`config.mk`:
```
export PLATFORM = sky130hd
export DESIGN_NAME = future_sync_mailbox
export DESIGN_NICKNAME = d
export VERILOG_FILES = /design/src/hdl/fsmb_pkg.sv /design/src/hdl/fsmb_ctrl.sv /design/src/hdl/fsmb_dpath.sv /design/src/hdl/future_sync_mailbox.sv
export SDC_FILE = /design/constraint.sdc
export NUM_CORES = 2
export LEC_CHECK = 0
export ABC_AREA = 1
export ABC_CLOCK_PERIOD_IN_PS = 3950
export BUFFER_PORTS_ARGS = -buffer_cell sky130_fd_sc_hd__buf_2
export CAP_MARGIN = 25
export CORE_MARGIN = 2
export CORE_UTILIZATION = 57
export DETAILED_ROUTE_END_ITERATION = 8
export PLACE_DENSITY = 0.76
export SYNTH_ARGS = -nofsm -noshare
export SYNTH_HDL_FRONTEND = slang
export SYNTH_SLANG_ARGS = --single-unit
```
`constraint.sdc`:
```
create_clock -name clk_i -period 3.95 [get_ports clk_i]
set_clock_uncertainty 0.05 [all_clocks]
set_input_delay 0.1975 -clock clk_i [delete_from_list [all_inputs] [get_ports clk_i]]
set_output_delay 0.1975 -clock clk_i [all_outputs]
set_load 0.02 [all_outputs]
```
`src/hdl/fsmb_pkg.sv`:
```
package fsmb_pkg;

  localparam int IdW     = 8;
  localparam int ValW    = 32;
  localparam int KindW   = 3;
  localparam int ModeW   = 2;
  localparam int ElemsW  = 5;
  localparam int CfgIdxW = 1;
  localparam int CfgW    = 5;

  localparam logic [ModeW-1:0] MODE_EXCL   = 2'd0;
  localparam logic [ModeW-1:0] MODE_SHARED = 2'd1;
  localparam logic [ModeW-1:0] MODE_QUEUE  = 2'd2;

  localparam logic [CfgIdxW-1:0] CFG_SYNC_MODE  = 1'd0;
  localparam logic [CfgIdxW-1:0] CFG_RING_ELEMS = 1'd1;

  localparam logic [ElemsW-1:0] RING_ELEMS_RESET = 5'd16;

  localparam logic CMD_GET = 1'b0;
  localparam logic CMD_SET = 1'b1;

  typedef enum logic [KindW-1:0] {
    KIND_SERVED  = 3'd0,
    KIND_SETDONE = 3'd1,
    KIND_BLOCKED = 3'd2,
    KIND_ERROR   = 3'd3,
    KIND_GWOKEN  = 3'd4,
    KIND_SWOKEN  = 3'd5
  } kind_e;

  typedef enum logic [1:0] {
    SLOT_EMPTY   = 2'd0,
    SLOT_WAITING = 2'd1,
    SLOT_READY   = 2'd2
  } slot_e;

  typedef enum logic [2:0] {
    ST_IDLE,
    ST_PRIM,
    ST_XWAKE,
    ST_BCAST,
    ST_BWAIT,
    ST_RWAIT,
    ST_GWAKE,
    ST_ADMIT
  } state_e;

  typedef enum logic [2:0] {
    PLAN_NONE,
    PLAN_XWAKE,
    PLAN_BCAST,
    PLAN_GWAKE,
    PLAN_ADMIT
  } plan_e;

  typedef enum logic [2:0] {
    OP_NONE,
    OP_LATCH,
    OP_PRIM,
    OP_XWAKE,
    OP_BCAST,
    OP_GWAKE,
    OP_ADMIT
  } dp_op_e;

  typedef struct packed {
    plan_e plan;
    logic  bcast_more;
    logic  admit_ok;
  } dp_status_t;

  typedef struct packed {
    logic            cmd;
    logic [IdW-1:0]  caller_id;
    logic [ValW-1:0] set_value;
  } in_word_t;

  typedef struct packed {
    logic [KindW-1:0] kind;
    logic [IdW-1:0]   target_id;
    logic [ValW-1:0]  out_value;
    logic             last;
  } out_word_t;

endpackage

```
`src/hdl/fsmb_ctrl.sv`:
```
module fsmb_ctrl (
  input  logic                 clk_i,
  input  logic                 rst_ni,
  input  logic                 start_i,
  input  fsmb_pkg::dp_status_t status_i,
  output fsmb_pkg::dp_op_e     op_o,
  output logic                 busy_o
);

  fsmb_pkg::state_e state_q, state_d;

  always_ff @(posedge clk_i or negedge rst_ni) begin
    if (!rst_ni) begin
      state_q <= fsmb_pkg::ST_IDLE;
    end else begin
      state_q <= state_d;
    end
  end

  always_comb begin
    state_d = state_q;
    op_o    = fsmb_pkg::OP_NONE;
    busy_o  = 1'b1;
    case (state_q)
      fsmb_pkg::ST_IDLE: begin
        busy_o = 1'b0;
        if (start_i) begin
          op_o    = fsmb_pkg::OP_LATCH;
          state_d = fsmb_pkg::ST_PRIM;
        end
      end
      fsmb_pkg::ST_PRIM: begin
        op_o = fsmb_pkg::OP_PRIM;
        case (status_i.plan)
          fsmb_pkg::PLAN_XWAKE: state_d = fsmb_pkg::ST_XWAKE;
          fsmb_pkg::PLAN_BCAST: state_d = fsmb_pkg::ST_BCAST;
          fsmb_pkg::PLAN_GWAKE: state_d = fsmb_pkg::ST_RWAIT;
          fsmb_pkg::PLAN_ADMIT: state_d = fsmb_pkg::ST_ADMIT;
          default:              state_d = fsmb_pkg::ST_IDLE;
        endcase
      end
      fsmb_pkg::ST_XWAKE: begin
        op_o    = fsmb_pkg::OP_XWAKE;
        state_d = fsmb_pkg::ST_IDLE;
      end
      fsmb_pkg::ST_BCAST: begin
        op_o    = fsmb_pkg::OP_BCAST;
        state_d = status_i.bcast_more ? fsmb_pkg::ST_BWAIT : fsmb_pkg::ST_IDLE;
      end
      fsmb_pkg::ST_BWAIT: state_d = fsmb_pkg::ST_BCAST;
      fsmb_pkg::ST_RWAIT: state_d = fsmb_pkg::ST_GWAKE;
      fsmb_pkg::ST_GWAKE: begin
        op_o    = fsmb_pkg::OP_GWAKE;
        state_d = status_i.admit_ok ? fsmb_pkg::ST_ADMIT : fsmb_pkg::ST_IDLE;
      end
      fsmb_pkg::ST_ADMIT: begin
        op_o    = fsmb_pkg::OP_ADMIT;
        state_d = fsmb_pkg::ST_IDLE;
      end
      default: state_d = fsmb_pkg::ST_IDLE;
    endcase
  end

endmodule

```
`src/hdl/fsmb_dpath.sv`:
```
module fsmb_dpath #(
  parameter int RING_DEPTH = 16,
  parameter int WAIT_DEPTH = 32
) (
  input  logic                          clk_i,
  input  logic                          rst_ni,
  input  fsmb_pkg::dp_op_e              op_i,
  input  fsmb_pkg::in_word_t            in_i,
  input  logic                          cfg_we_i,
  input  logic [fsmb_pkg::CfgIdxW-1:0]  cfg_idx_i,
  input  logic [fsmb_pkg::CfgW-1:0]     cfg_data_i,
  output fsmb_pkg::dp_status_t          status_o,
  output logic                          result_valid_o,
  output fsmb_pkg::out_word_t           result_o
);

  localparam int RP = (RING_DEPTH > 1) ? $clog2(RING_DEPTH) : 1;
  localparam int NW = $clog2(RING_DEPTH + 1);
  localparam int WP = $clog2(WAIT_DEPTH);
  localparam int WL = $clog2(WAIT_DEPTH + 1);
  localparam int IW = fsmb_pkg::IdW;
  localparam int VW = fsmb_pkg::ValW;

  logic [fsmb_pkg::ModeW-1:0]  mode_q;
  logic [fsmb_pkg::ElemsW-1:0] elems_q;
  fsmb_pkg::slot_e             slot_q, slot_d;
  logic [IW-1:0]               waiter_q, waiter_d;
  logic [VW-1:0]               held_q, held_d;
  logic [RP-1:0]               head_q, head_d, tail_q, tail_d;
  logic [NW-1:0]               count_q, count_d;
  logic [WP-1:0]               g_rd_q, g_rd_d, g_wr_q, g_wr_d;
  logic [WL-1:0]               g_len_q, g_len_d;
  logic [WP-1:0]               s_rd_q, s_rd_d, s_wr_q, s_wr_d;
  logic [WL-1:0]               s_len_q, s_len_d;
  fsmb_pkg::in_word_t          in_q, in_d;
  fsmb_pkg::out_word_t         res_q, res_d;
  logic                        valid_q, emit;

  logic [VW-1:0] ring_mem [RING_DEPTH];
  logic [IW-1:0] gq_mem [WAIT_DEPTH];
  logic [IW-1:0] sq_id_mem [WAIT_DEPTH];
  logic [VW-1:0] sq_val_mem [WAIT_DEPTH];
  logic [VW-1:0] ring_rd_q, ring_wd;
  logic [IW-1:0] gq_rd_q, sq_id_rd_q;
  logic [VW-1:0] sq_val_rd_q;
  logic          ring_we, gq_we, sq_we;

  logic [NW-1:0] ring_n;
  logic          g_full, s_full;

  fsmb_pkg::plan_e plan;
  logic            bcast_more, admit_ok;

  function automatic logic [RP-1:0] ring_next(input logic [RP-1:0] p, input logic [NW-1:0] n);
    logic [NW:0] inc;
    inc = (NW+1)'(p) + 1'b1;
    return (inc >= (NW+1)'(n)) ? '0 : inc[RP-1:0];
  endfunction

  function automatic logic [WP-1:0] wait_next(input logic [WP-1:0] p);
    return (p == WP'(WAIT_DEPTH - 1)) ? '0 : p + 1'b1;
  endfunction

  always_comb begin
    if (elems_q == '0) begin
      ring_n = NW'(1);
    end else if (int'(elems_q) > RING_DEPTH) begin
      ring_n = NW'(RING_DEPTH);
    end else begin
      ring_n = NW'(elems_q);
    end
  end

  assign g_full = (g_len_q == WL'(WAIT_DEPTH));
  assign s_full = (s_len_q == WL'(WAIT_DEPTH));

  assign bcast_more = (g_len_q > WL'(1));
  assign admit_ok   = (s_len_q != '0) && ((count_q - 1'b1) < ring_n);

  assign status_o = '{plan: plan, bcast_more: bcast_more, admit_ok: admit_ok};

  always_comb begin
    slot_d        = slot_q;
    waiter_d      = waiter_q;
    held_d        = held_q;
    head_d        = head_q;
    tail_d        = tail_q;
    count_d       = count_q;
    g_rd_d        = g_rd_q;
    g_wr_d        = g_wr_q;
    g_len_d       = g_len_q;
    s_rd_d        = s_rd_q;
    s_wr_d        = s_wr_q;
    s_len_d       = s_len_q;
    in_d          = in_q;
    res_d         = res_q;
    emit          = 1'b0;
    ring_we       = 1'b0;
    ring_wd       = in_q.set_value;
    gq_we         = 1'b0;
    sq_we         = 1'b0;
    plan          = fsmb_pkg::PLAN_NONE;
    case (op_i)
      fsmb_pkg::OP_LATCH: in_d = in_i;
      fsmb_pkg::OP_PRIM: begin
        emit            = 1'b1;
        res_d.target_id = in_q.caller_id;
        res_d.out_value = '0;
        res_d.kind      = fsmb_pkg::KIND_ERROR;
        case (mode_q)
          fsmb_pkg::MODE_EXCL: begin
            if (in_q.cmd == fsmb_pkg::CMD_GET) begin
              case (slot_q)
                fsmb_pkg::SLOT_READY: begin
                  res_d.kind      = fsmb_pkg::KIND_SERVED;
                  res_d.out_value = held_q;
                  slot_d          = fsmb_pkg::SLOT_EMPTY;
                end
                fsmb_pkg::SLOT_EMPTY: begin
                  res_d.kind = fsmb_pkg::KIND_BLOCKED;
                  slot_d     = fsmb_pkg::SLOT_WAITING;
                  waiter_d   = in_q.caller_id;
                end
                default: res_d.kind = fsmb_pkg::KIND_ERROR;
              endcase
            end else begin
              case (slot_q)
                fsmb_pkg::SLOT_WAITING: begin
                  res_d.kind    = fsmb_pkg::KIND_SETDONE;
                  held_d        = in_q.set_value;
                  slot_d        = fsmb_pkg::SLOT_EMPTY;
                  plan          = fsmb_pkg::PLAN_XWAKE;
                end
                fsmb_pkg::SLOT_EMPTY: begin
                  res_d.kind = fsmb_pkg::KIND_SETDONE;
                  held_d     = in_q.set_value;
                  slot_d     = fsmb_pkg::SLOT_READY;
                end
                default: res_d.kind = fsmb_pkg::KIND_ERROR;
              endcase
            end
          end
          fsmb_pkg::MODE_SHARED: begin
            if (in_q.cmd == fsmb_pkg::CMD_GET) begin
              if (slot_q == fsmb_pkg::SLOT_READY) begin
                res_d.kind      = fsmb_pkg::KIND_SERVED;
                res_d.out_value = held_q;
              end else if (!g_full) begin
                res_d.kind = fsmb_pkg::KIND_BLOCKED;
                gq_we      = 1'b1;
                g_wr_d     = wait_next(g_wr_q);
                g_len_d    = g_len_q + 1'b1;
                slot_d     = fsmb_pkg::SLOT_WAITING;
              end
            end else if (slot_q != fsmb_pkg::SLOT_READY) begin
              res_d.kind = fsmb_pkg::KIND_SETDONE;
              held_d     = in_q.set_value;
              slot_d     = fsmb_pkg::SLOT_READY;
              if (slot_q == fsmb_pkg::SLOT_WAITING && g_len_q != '0) begin
                plan = fsmb_pkg::PLAN_BCAST;
              end
            end
          end
          fsmb_pkg::MODE_QUEUE: begin
            if (in_q.cmd == fsmb_pkg::CMD_GET) begin
              if (count_q == '0) begin
                if (!g_full) begin
                  res_d.kind = fsmb_pkg::KIND_BLOCKED;
                  gq_we      = 1'b1;
                  g_wr_d     = wait_next(g_wr_q);
                  g_len_d    = g_len_q + 1'b1;
                end
              end else begin
                res_d.kind      = fsmb_pkg::KIND_SERVED;
                res_d.out_value = ring_rd_q;
                head_d          = ring_next(head_q, ring_n);
                count_d         = count_q - 1'b1;
                if (admit_ok) begin
                  plan = fsmb_pkg::PLAN_ADMIT;
                end
              end
            end else if (count_q >= ring_n) begin
              if (!s_full) begin
                res_d.kind = fsmb_pkg::KIND_BLOCKED;
                sq_we      = 1'b1;
                s_wr_d     = wait_next(s_wr_q);
                s_len_d    = s_len_q + 1'b1;
              end
            end else begin
              res_d.kind = fsmb_pkg::KIND_SETDONE;
              ring_we    = 1'b1;
              tail_d     = ring_next(tail_q, ring_n);
              count_d    = count_q + 1'b1;
              if (g_len_q != '0) begin
                plan = fsmb_pkg::PLAN_GWAKE;
              end
            end
          end
          default: res_d.kind = fsmb_pkg::KIND_ERROR;
        endcase
        res_d.last = (plan == fsmb_pkg::PLAN_NONE);
      end
      fsmb_pkg::OP_XWAKE: begin
        emit            = 1'b1;
        res_d.kind      = fsmb_pkg::KIND_GWOKEN;
        res_d.target_id = waiter_q;
        res_d.out_value = held_q;
        res_d.last      = 1'b1;
      end
      fsmb_pkg::OP_BCAST: begin
        emit            = 1'b1;
        res_d.kind      = fsmb_pkg::KIND_GWOKEN;
        res_d.target_id = gq_rd_q;
        res_d.out_value = held_q;
        res_d.last      = !bcast_more;
        g_rd_d          = wait_next(g_rd_q);
        g_len_d         = g_len_q - 1'b1;
      end
      fsmb_pkg::OP_GWAKE: begin
        emit            = 1'b1;
        res_d.kind      = fsmb_pkg::KIND_GWOKEN;
        res_d.target_id = gq_rd_q;
        res_d.out_value = ring_rd_q;
        res_d.last      = !admit_ok;
        g_rd_d          = wait_next(g_rd_q);
        g_len_d         = g_len_q - 1'b1;
        head_d          = ring_next(head_q, ring_n);
        count_d         = count_q - 1'b1;
      end
      fsmb_pkg::OP_ADMIT: begin
        emit            = 1'b1;
        res_d.kind      = fsmb_pkg::KIND_SWOKEN;
        res_d.target_id = sq_id_rd_q;
        res_d.out_value = '0;
        res_d.last      = 1'b1;
        ring_we         = 1'b1;
        ring_wd         = sq_val_rd_q;
        tail_d          = ring_next(tail_q, ring_n);
        count_d         = count_q + 1'b1;
        s_rd_d          = wait_next(s_rd_q);
        s_len_d         = s_len_q - 1'b1;
      end
      default: emit = 1'b0;
    endcase
  end

  always_ff @(posedge clk_i or negedge rst_ni) begin
    if (!rst_ni) begin
      mode_q   <= fsmb_pkg::MODE_EXCL;
      elems_q  <= fsmb_pkg::RING_ELEMS_RESET;
      slot_q   <= fsmb_pkg::SLOT_EMPTY;
      waiter_q <= '0;
      held_q   <= '0;
      head_q   <= '0;
      tail_q   <= '0;
      count_q  <= '0;
      g_rd_q   <= '0;
      g_wr_q   <= '0;
      g_len_q  <= '0;
      s_rd_q   <= '0;
      s_wr_q   <= '0;
      s_len_q  <= '0;
      valid_q  <= 1'b0;
    end else begin
      if (cfg_we_i && cfg_idx_i == fsmb_pkg::CFG_SYNC_MODE) begin
        mode_q <= cfg_data_i[fsmb_pkg::ModeW-1:0];
      end
      if (cfg_we_i && cfg_idx_i == fsmb_pkg::CFG_RING_ELEMS) begin
        elems_q <= cfg_data_i[fsmb_pkg::ElemsW-1:0];
      end
      slot_q   <= slot_d;
      waiter_q <= waiter_d;
      held_q   <= held_d;
      head_q   <= head_d;
      tail_q   <= tail_d;
      count_q  <= count_d;
      g_rd_q   <= g_rd_d;
      g_wr_q   <= g_wr_d;
      g_len_q  <= g_len_d;
      s_rd_q   <= s_rd_d;
      s_wr_q   <= s_wr_d;
      s_len_q  <= s_len_d;
      valid_q  <= emit;
    end
  end

  always_ff @(posedge clk_i) begin
    in_q  <= in_d;
    res_q <= res_d;
  end

  always_ff @(posedge clk_i) begin
    if (ring_we) begin
      ring_mem[tail_q] <= ring_wd;
    end
    ring_rd_q <= ring_mem[head_q];
  end

  always_ff @(posedge clk_i) begin
    if (gq_we) begin
      gq_mem[g_wr_q] <= in_q.caller_id;
    end
    gq_rd_q <= gq_mem[g_rd_q];
  end

  always_ff @(posedge clk_i) begin
    if (sq_we) begin
      sq_id_mem[s_wr_q]  <= in_q.caller_id;
      sq_val_mem[s_wr_q] <= in_q.set_value;
    end
    sq_id_rd_q  <= sq_id_mem[s_rd_q];
    sq_val_rd_q <= sq_val_mem[s_rd_q];
  end

  assign result_valid_o = valid_q;
  assign result_o       = res_q;

endmodule

```
`src/hdl/future_sync_mailbox.sv`:
```
// A get or set word is taken when start is high and busy is low, and its results follow
// one per strobe on result_valid_o, the final one marked by last; the receiver cannot stall,
// so every strobed word must be captured in its cycle. A word is registered in in_q and its
// first result in res_q before it is strobed, and the block can take its next word
// at the edge that ends the final strobe. An exclusive wakeup is sent from ST_XWAKE, a
// queue-mode wakeup from ST_GWAKE after ST_RWAIT and a setter admission from ST_ADMIT;
// a shared broadcast sends each woken getter from ST_BCAST, with ST_BWAIT between two
// of them while the next waiter queue entry is read through its registered memory port.
module future_sync_mailbox #(
  parameter int RING_DEPTH = 16,
  parameter int WAIT_DEPTH = 32
) (
  input  logic                         clk_i,
  input  logic                         rst_ni,
  input  logic                         start,
  output logic                         busy,
  input  fsmb_pkg::in_word_t           in_i,
  output logic                         result_valid_o,
  output fsmb_pkg::out_word_t          result_o,
  input  logic                         cfg_we_i,
  input  logic [fsmb_pkg::CfgIdxW-1:0] cfg_idx_i,
  input  logic [fsmb_pkg::CfgW-1:0]    cfg_data_i
);

  fsmb_pkg::dp_op_e     op;
  fsmb_pkg::dp_status_t status;

  fsmb_ctrl u_ctrl (
    .clk_i    (clk_i),
    .rst_ni   (rst_ni),
    .start_i  (start),
    .status_i (status),
    .op_o     (op),
    .busy_o   (busy)
  );

  fsmb_dpath #(
    .RING_DEPTH (RING_DEPTH),
    .WAIT_DEPTH (WAIT_DEPTH)
  ) u_dpath (
    .clk_i          (clk_i),
    .rst_ni         (rst_ni),
    .op_i           (op),
    .in_i           (in_i),
    .cfg_we_i       (cfg_we_i),
    .cfg_idx_i      (cfg_idx_i),
    .cfg_data_i     (cfg_data_i),
    .status_o       (status),
    .result_valid_o (result_valid_o),
    .result_o       (result_o)
  );

endmodule

```
== After elaboration in Yosys (flattened, before gate mapping) ==
Memory sizes are Yosys's and may differ from the RTL's. A register that Yosys moved wholly into a read port is not among the register bits.
Index checks and enable logic that the tools add are counted.
Storage, ports and cells
  register bits: 183
  RAM bits: 2048
  input port bits: 51
  output and inout port bits: 46
  memories: 4
Cells by class
  add/sub/neg operators: 12
  order comparisons: 6
  equal/unequal tests: 56
  multiplexer cells: 115
  bitwise gates (word level): 3
  reduce and logical (&&, ||, !) cells: 36
Memories
  u_dpath.sq_val_mem: words 32, width 32, read ports 1, clocked after memory_dff 1, wr ports 1, RTL line fsmb_dpath.sv:42  | logic [VW-1:0] sq_val_mem [WAIT_DEPTH];
  u_dpath.ring_mem: words 16, width 32, read ports 1, clocked after memory_dff 1, wr ports 1, RTL line fsmb_dpath.sv:39  | logic [VW-1:0] ring_mem [RING_DEPTH];
  u_dpath.gq_mem: words 32, width 8, read ports 1, clocked after memory_dff 1, wr ports 1, RTL line fsmb_dpath.sv:40  | logic [IW-1:0] gq_mem [WAIT_DEPTH];
  u_dpath.sq_id_mem: words 32, width 8, read ports 1, clocked after memory_dff 1, wr ports 1, RTL line fsmb_dpath.sv:41  | logic [IW-1:0] sq_id_mem [WAIT_DEPTH];
Operators with widths (number)
  two-way mux 32 bit: 9
  case mux 44 bit (5 select lines): 1
  case mux 32 bit (2 select lines): 2
  two-way mux 5 bit: 15
  two-way mux 6 bit: 9
  two-way mux 3 bit: 16
  case mux 6 bit (2 select lines): 3
  two-way mux 4 bit: 8
  two-way mux 1 bit: 26
  adder 5 x 1 -> 5 bit (second input constant): 5
  equality test 3 bit (second input constant): 8
  two-way mux 2 bit: 11
  case mux 3 bit (7 select lines): 1
  equality test 5 bit (second input constant): 4
  != test 2 bit (second input constant): 10
  equality test 3 x 2 -> 1 bit (second input constant): 6
  case mux 3 bit (3 select lines): 2
  case mux 3 bit (6 select lines): 1
  AND reduction 6 bit: 3
  case mux 2 bit (2 select lines): 4
  case mux 4 bit (2 select lines): 2
  AND reduction 4 bit: 4
  != test 3 x 2 -> 1 bit (second input constant): 5
  != test 3 bit (second input constant): 5
  other kinds (34): 68

== Longest topological paths before layout ==
  depth after elaboration: 14
  mapped depth: 16
  depth with buffers taken out: 16

== Cells and area by module ==
A second synthesis with hierarchy kept.
Second synthesis, totals
  cell total of the unflattened synthesis: 7499
  area total of the unflattened synthesis: 92632.6 um^2
Modules (own cells, without submodules)
  fsmb_dpath: times used 1, cells each 7457, area each 92392.4 um^2
  fsmb_ctrl: times used 1, cells each 42, area each 240.2 um^2

== Worst setup path after synthesis ==
No wires, ideal clock.
  kind: register to register
  start point: reg u_dpath.elems_q[1] in the netlist's numbering
  end point: mem u_dpath.sq_id_mem[0][0] in the netlist's numbering (enable)
  library setup time: 438 ps
  data arrival time: 3557 ps
  required time: 3462 ps
  slack: -95 ps
  cell stages (with the launch flop): 15
  buffers on the path: 0
  clock period less this slack: 4045 ps
  cell sequence: dfrtp_1 > nor2_1 > nand2_1 > nand2_1 > nand2_1 > ha_1 > nand2_1 > nor2_1 > o21a_1 > nand3_1 > nand2_1 > nand3_1 > inv_1 > nand2_1 > nor2_1
On the way
  word-level cells in the longest chain between the ends: 10
  elaborated cells between the ends (all ways): 11
Ends and longest elaborated chain
  from (decl): RTL line fsmb_dpath.sv:25  | logic [fsmb_pkg::ElemsW-1:0] elems_q;
  from (signal assigned): RTL line fsmb_dpath.sv:250  | elems_q <= fsmb_pkg::RING_ELEMS_RESET;
  from (signal assigned): RTL line fsmb_dpath.sv:269  | elems_q <= cfg_data_i[fsmb_pkg::ElemsW-1:0];
  > comparator 5 bit: RTL line fsmb_dpath.sv:67  | end else if (int'(elems_q) > RING_DEPTH) begin
  two-way mux 5 bit: RTL line fsmb_dpath.sv:67
  two-way mux 5 bit *: RTL line fsmb_dpath.sv:65  | if (elems_q == '0) begin
  greater-or-equal comparator 5 bit *: RTL line fsmb_dpath.sv:182  | end else if (count_q >= ring_n) begin
  two-way mux 1 bit *: RTL line fsmb_dpath.sv:182
  two-way mux 1 bit *: RTL line fsmb_dpath.sv:165  | if (in_q.cmd == fsmb_pkg::CMD_GET) begin
  two-way mux 1 bit *: RTL line fsmb_dpath.sv:110  | case (mode_q)
  two-way mux 1 bit *: RTL line fsmb_dpath.sv:103  | case (op_i)
  two-way mux 1 bit *: RTL line fsmb_dpath.sv:307  | if (sq_we) begin
  two-way mux 1 bit (not written as such) *: RTL line fsmb_dpath.sv:308  | sq_id_mem[s_wr_q] <= in_q.caller_id;
  to (decl): RTL line fsmb_dpath.sv:41
Every way passes the cells marked *; elsewhere a longest branch is shown, timed or not.

== Final worst setup path ==
  start point: reg u_dpath.elems_q[1] in the netlist's numbering
  end point: mem u_dpath.sq_val_mem[14][11] in the netlist's numbering (enable)
On the way
  word-level cells in the longest chain between the ends: 10
  elaborated cells between the ends (all ways): 11
Ends and longest elaborated chain
  > comparator 5 bit: RTL line fsmb_dpath.sv:67
  two-way mux 5 bit: RTL line fsmb_dpath.sv:67
  two-way mux 5 bit *: RTL line fsmb_dpath.sv:65
  greater-or-equal comparator 5 bit *: RTL line fsmb_dpath.sv:182
  two-way mux 1 bit *: RTL line fsmb_dpath.sv:182
  two-way mux 1 bit *: RTL line fsmb_dpath.sv:165
  two-way mux 1 bit *: RTL line fsmb_dpath.sv:110
  two-way mux 1 bit *: RTL line fsmb_dpath.sv:103
  two-way mux 1 bit *: RTL line fsmb_dpath.sv:307
  two-way mux 1 bit (not written as such) *: RTL line fsmb_dpath.sv:309  | sq_val_mem[s_wr_q] <= in_q.set_value;
  to (decl): RTL line fsmb_dpath.sv:42
Marked as above.

==> flow_summary.yaml <==
logic_synthesis:
  syn_nets: 7015
  synthFlopType: "edfxtp_1"
  syn_area_per_cell_um2: 13.30
  syn-cell-area_um2: 91930
  synth_seq_cells: 2311
  synthDistinctLibCells: 51
  synth_edf_count: 2133
  netlist_instances: 6912
  yosysWarnings: 0
  ys_seq_area_frac: 0.7409
  synth-async-reset-ratio: 0.04241
timing:
  slew_viol_final: 0
  rsz0062_at_grt: "no"
  worst_slew_pin_slew_ns: 1.064
  hold_viol: 0
  period_needed_ns: 3.626
  setup_viol: 0
  fin_setup_tns_ns: 0
  period_share: 0.9180
  fmax_mhz: 275.8
  slew_headroom: 0.2904
detailed_routing:
  antenna_left: 0
  routedWlPerCell_um: 25.61
  totalWireLength_mm: 242.7
  vias: 59660
  avgViaCountPerCell: 6.297
  first_pass_iters: 6
  drc_errors: 0
  drtIter0Drc: 7933
power_and_ir_drop:
  pwr-share-clk: 0.325
  p_leak_nw: 35.33
  power_switching_mw: 19.05
  p_per_area_nw_per_um2: 604.4
  combPwrFrac: 0.192
  swShare: 0.3023
  seqPwrFrac: 0.483
  power.internal_mw: 43.98
  ir_drop_v: 0.0004780
finish:
  fillerInstances: 11200
  final_cell_count_no_fill: 9474
  drive_above_1_share: 0.1048
  area_delta_synth_final_pct: 13.44
  mostFrequentLayoutCells: "edfxtp_1, o21ai_0, nor2_1, inv_1, nand2_1"
  final_area_um2: 104300
  post-route-util: 0.6502
  final_common_cell: "edfxtp_1"
  final_nets: 7228
worst_setup_path:
  crit_chain: "nor2_1 -> nand2_1 -> nand2_1 -> nand2_1 -> ha_1 -> nand2_1 -> nor2_1 -> o21a_1 -> nand3_1 -> nand2_1 -> nand3_1 -> inv_1 -> nand2_1 -> buf_4 -> nor2_4 -> buf_12"
  critPathSlowestCell: "dfrtp_1"
  crit_path_frequent_cell: "nand2_1"
  cp.required_ns: 4.42
  cp-start-kind: "register"
  arrival_ns: 4.09
  max_stage_delay_ns: 0.42
  path_max_fanout: 40
  critical_path_class: "reg -> reg"
  end_kind: "register"
cts:
  cts_htree_levels: 4
  postCtsSetupRepairBufs: 0
  numCtsBuffers: 219
  cts.sinks: 2311
  cts_resized: 0
  cts_root_buf: "clkbuf_16"
  clock_path_buffers: 3
  tritoncts: "done"
  clk_latency_ns: 0.88
  path_clk_slew_ns: 0.06
floorplan:
  rows: 147
  coreArea_um2: 160400
  start_util: 0.5732
  die_w_um: 405.6
  die_area_um2: 164500
  fp.dieH_um: 405.6
  io_pins: 97
global_routing:
  grt_max_degree: 177
  grt_busiest_layer: "met2"
  grtUsageMet1: 0.4060
  grt_util_met3: 0.06664
  grt_pass1_wl_mm: 358.8
  grt.met2_usage: 0.4535
  overflow: 0
  track_usage: 0.2924
  first_global_vias: 57120
  antenna_found_initial: 9
place:
  gp_congestion: 0.9158
  place_area_um2: 96250
  post-place-cells: 8963
  dp_hpwl_mm: 147.5
  io_buffer_count: 96
run:
  timing.max_cap.violations: 0
worst_hold_path:
  holdCritPathClass: "in -> reg"
run_status:
  status: "complete, no violations"
## layout make-up
class | instances | area (µm²) | share of cell area
inverter | 372 | 1430 | 0.01371
clock inverter | 120 | 1080 | 0.01035
multi-input combinational | 3763 | 20580 | 0.1973
clock buffer | 288 | 5929 | 0.05686
sequential | 2311 | 68140 | 0.6534
tap | 2160 | 2703 | 0.02592
timing repair buffer | 458 | 4420 | 0.04239
antenna | 2 | 5.005 | 0.00004799
## registers in the layout, indices dropped and copies added, names as in the netlist, 6 cells and up
register / cells
u_dpath.sq_id_rd_q: 8
u_dpath.held_q: 32
u_dpath.waiter_q: 8
u_dpath.in_q: 41
u_dpath.result_o: 44
u_dpath.ring_mem: 512
u_dpath.g_len_q: 6
u_dpath.sq_val_rd_q: 32
u_dpath.ring_rd_q: 32
u_dpath.gq_rd_q: 8
u_dpath.s_len_q: 6
u_dpath.gq_mem: 256
u_dpath.sq_id_mem: 256
u_dpath.sq_val_mem: 1024
## critical path: cells and delay by family, from the launching register on
| kind | cells | cell delay (ns) |
|---|---|---|
| and+or+nand+nor | 11 | 1.41 |
| buffers and inverters | 3 | 0.91 |
| DFF | 1 | 0.42 |
| adders and majority gates | 1 | 0.32 |
| AOI/OAI and AO/OA | 1 | 0.14 |
## stage by stage
| step | setup WS [ns] | power, mW | hold WS, ns |
|---|---|---|---|
| 2_1_floorplan | -0.09455 | 37.97 | -0.1481 |
| 3_3_place_gp | 0.2408 | 42.30 | 0.2390 |
| 3_5_place_dp | 0.3641 | 42.67 | 0.2385 |
| 4_1_cts | 0.3337 | 62.95 | 0.01242 |
| 5_1_grt | 0.04912 | 65.21 | 0.05535 |
| 6_report | 0.3240 | 63.03 | 0.04554 |
## cells in the mapped netlist, types with 3 or more instances
cell	number	area (µm²)
dfrtp_1	97	2427
mux2_2	6	67.56
inv_1	358	1344
o21a_1	6	45.04
dfxtp_1	80	1602
buf_2	116	580.6
nor2_1	1006	3776
a22oi_1	8	60.06
inv_2	11	41.29
buf_4	43	322.8
a31oi_1	37	231.5
o21ai_1	66	330.3
clkbuf_1	264	991.0
ha_1	51	638.1
nor3_1	13	65.06
xor2_1	20	175.2
a21oi_1	211	1056
nand3_1	206	1031
o22ai_1	131	819.5
buf_1	19	71.32
nand4_1	27	168.9
mux2i_1	128	1281
o221ai_1	290	2540
buf_6	20	225.2
o21ai_0	1056	5285
o211ai_1	159	1194
a221oi_1	3	26.28
nand2_1	315	1182
edfxtp_1	2133	64050
xnor2_1	6	52.55
## final timing paths
path / end / from / cells past startpoint / slack [ns]
setup / recovery: u_dpath.sq_val_mem[14][11]$_DFFE_PP_ / u_dpath.elems_q[1]$_DFFE_PN0P_ / 16 / 0.32
hold / removal: u_dpath.in_q[40]$_DFFE_PN_ / in_i[40] / 2 / 0.05
setup reg to reg: u_dpath.sq_val_mem[14][11]$_DFFE_PP_ / u_dpath.elems_q[1]$_DFFE_PN0P_ / 16 / 0.32
hold reg to reg: u_dpath.waiter_q[7]$_DFFE_PN0P_ / u_dpath.waiter_q[7]$_DFFE_PN0P_ / 2 / 0.45
max in group asynchronous: u_dpath.s_rd_q[1]$_DFFE_PN0P_ / rst_ni / 4 / 2.91
min in group asynchronous: u_dpath.elems_q[4]$_DFFE_PN1P_ / rst_ni / 3 / 0.45
## timing repair
action,4_1_cts,5_1_grt
hold buffers,99,0
endpoints found under the setup margin,0,0
hold endpoints to repair,172,0
## logic make-up (layout without fill, tap and decap cells)
group	count (synthesis)	count (layout)	synth area share
adders and majority gates	52	52	0.007159
DFF	2311	2311	0.7409
muxes	134	134	0.01467
buffers and inverters	838	1238	0.03957
AOI/OAI and AO/OA	1973	1973	0.1266
xor gates and xnor gates	26	26	0.002477
and+or+nand+nor	1578	1578	0.06863
other	0	2	0
## power groups by stage
| stage | registers (mW) | logic (mW) | clock network, mW |
|---|---|---|---|
| after floorplan | 30.8 | 7.17 | 0 |
| after global routing | 30.5 | 13.1 | 21.6 |
| after global placement | 30.9 | 11.4 | 0 |
| final | 30.5 | 12.1 | 20.5 |
| after detailed placement | 30.9 | 11.7 | 0 |
| after CTS | 30.4 | 11.9 | 20.6 |
## layer usage
metal / wire (µm) / vias up / share of wire
met5: 87 / - / 0.00036
met4: 9562 / 14 / 0.039
met3: 27960 / 593 / 0.12
met2: 113000 / 3720 / 0.47
met1: 92060 / 29170 / 0.38
li1: - / 26160 / -
Power figures use the tool's default switching activity.
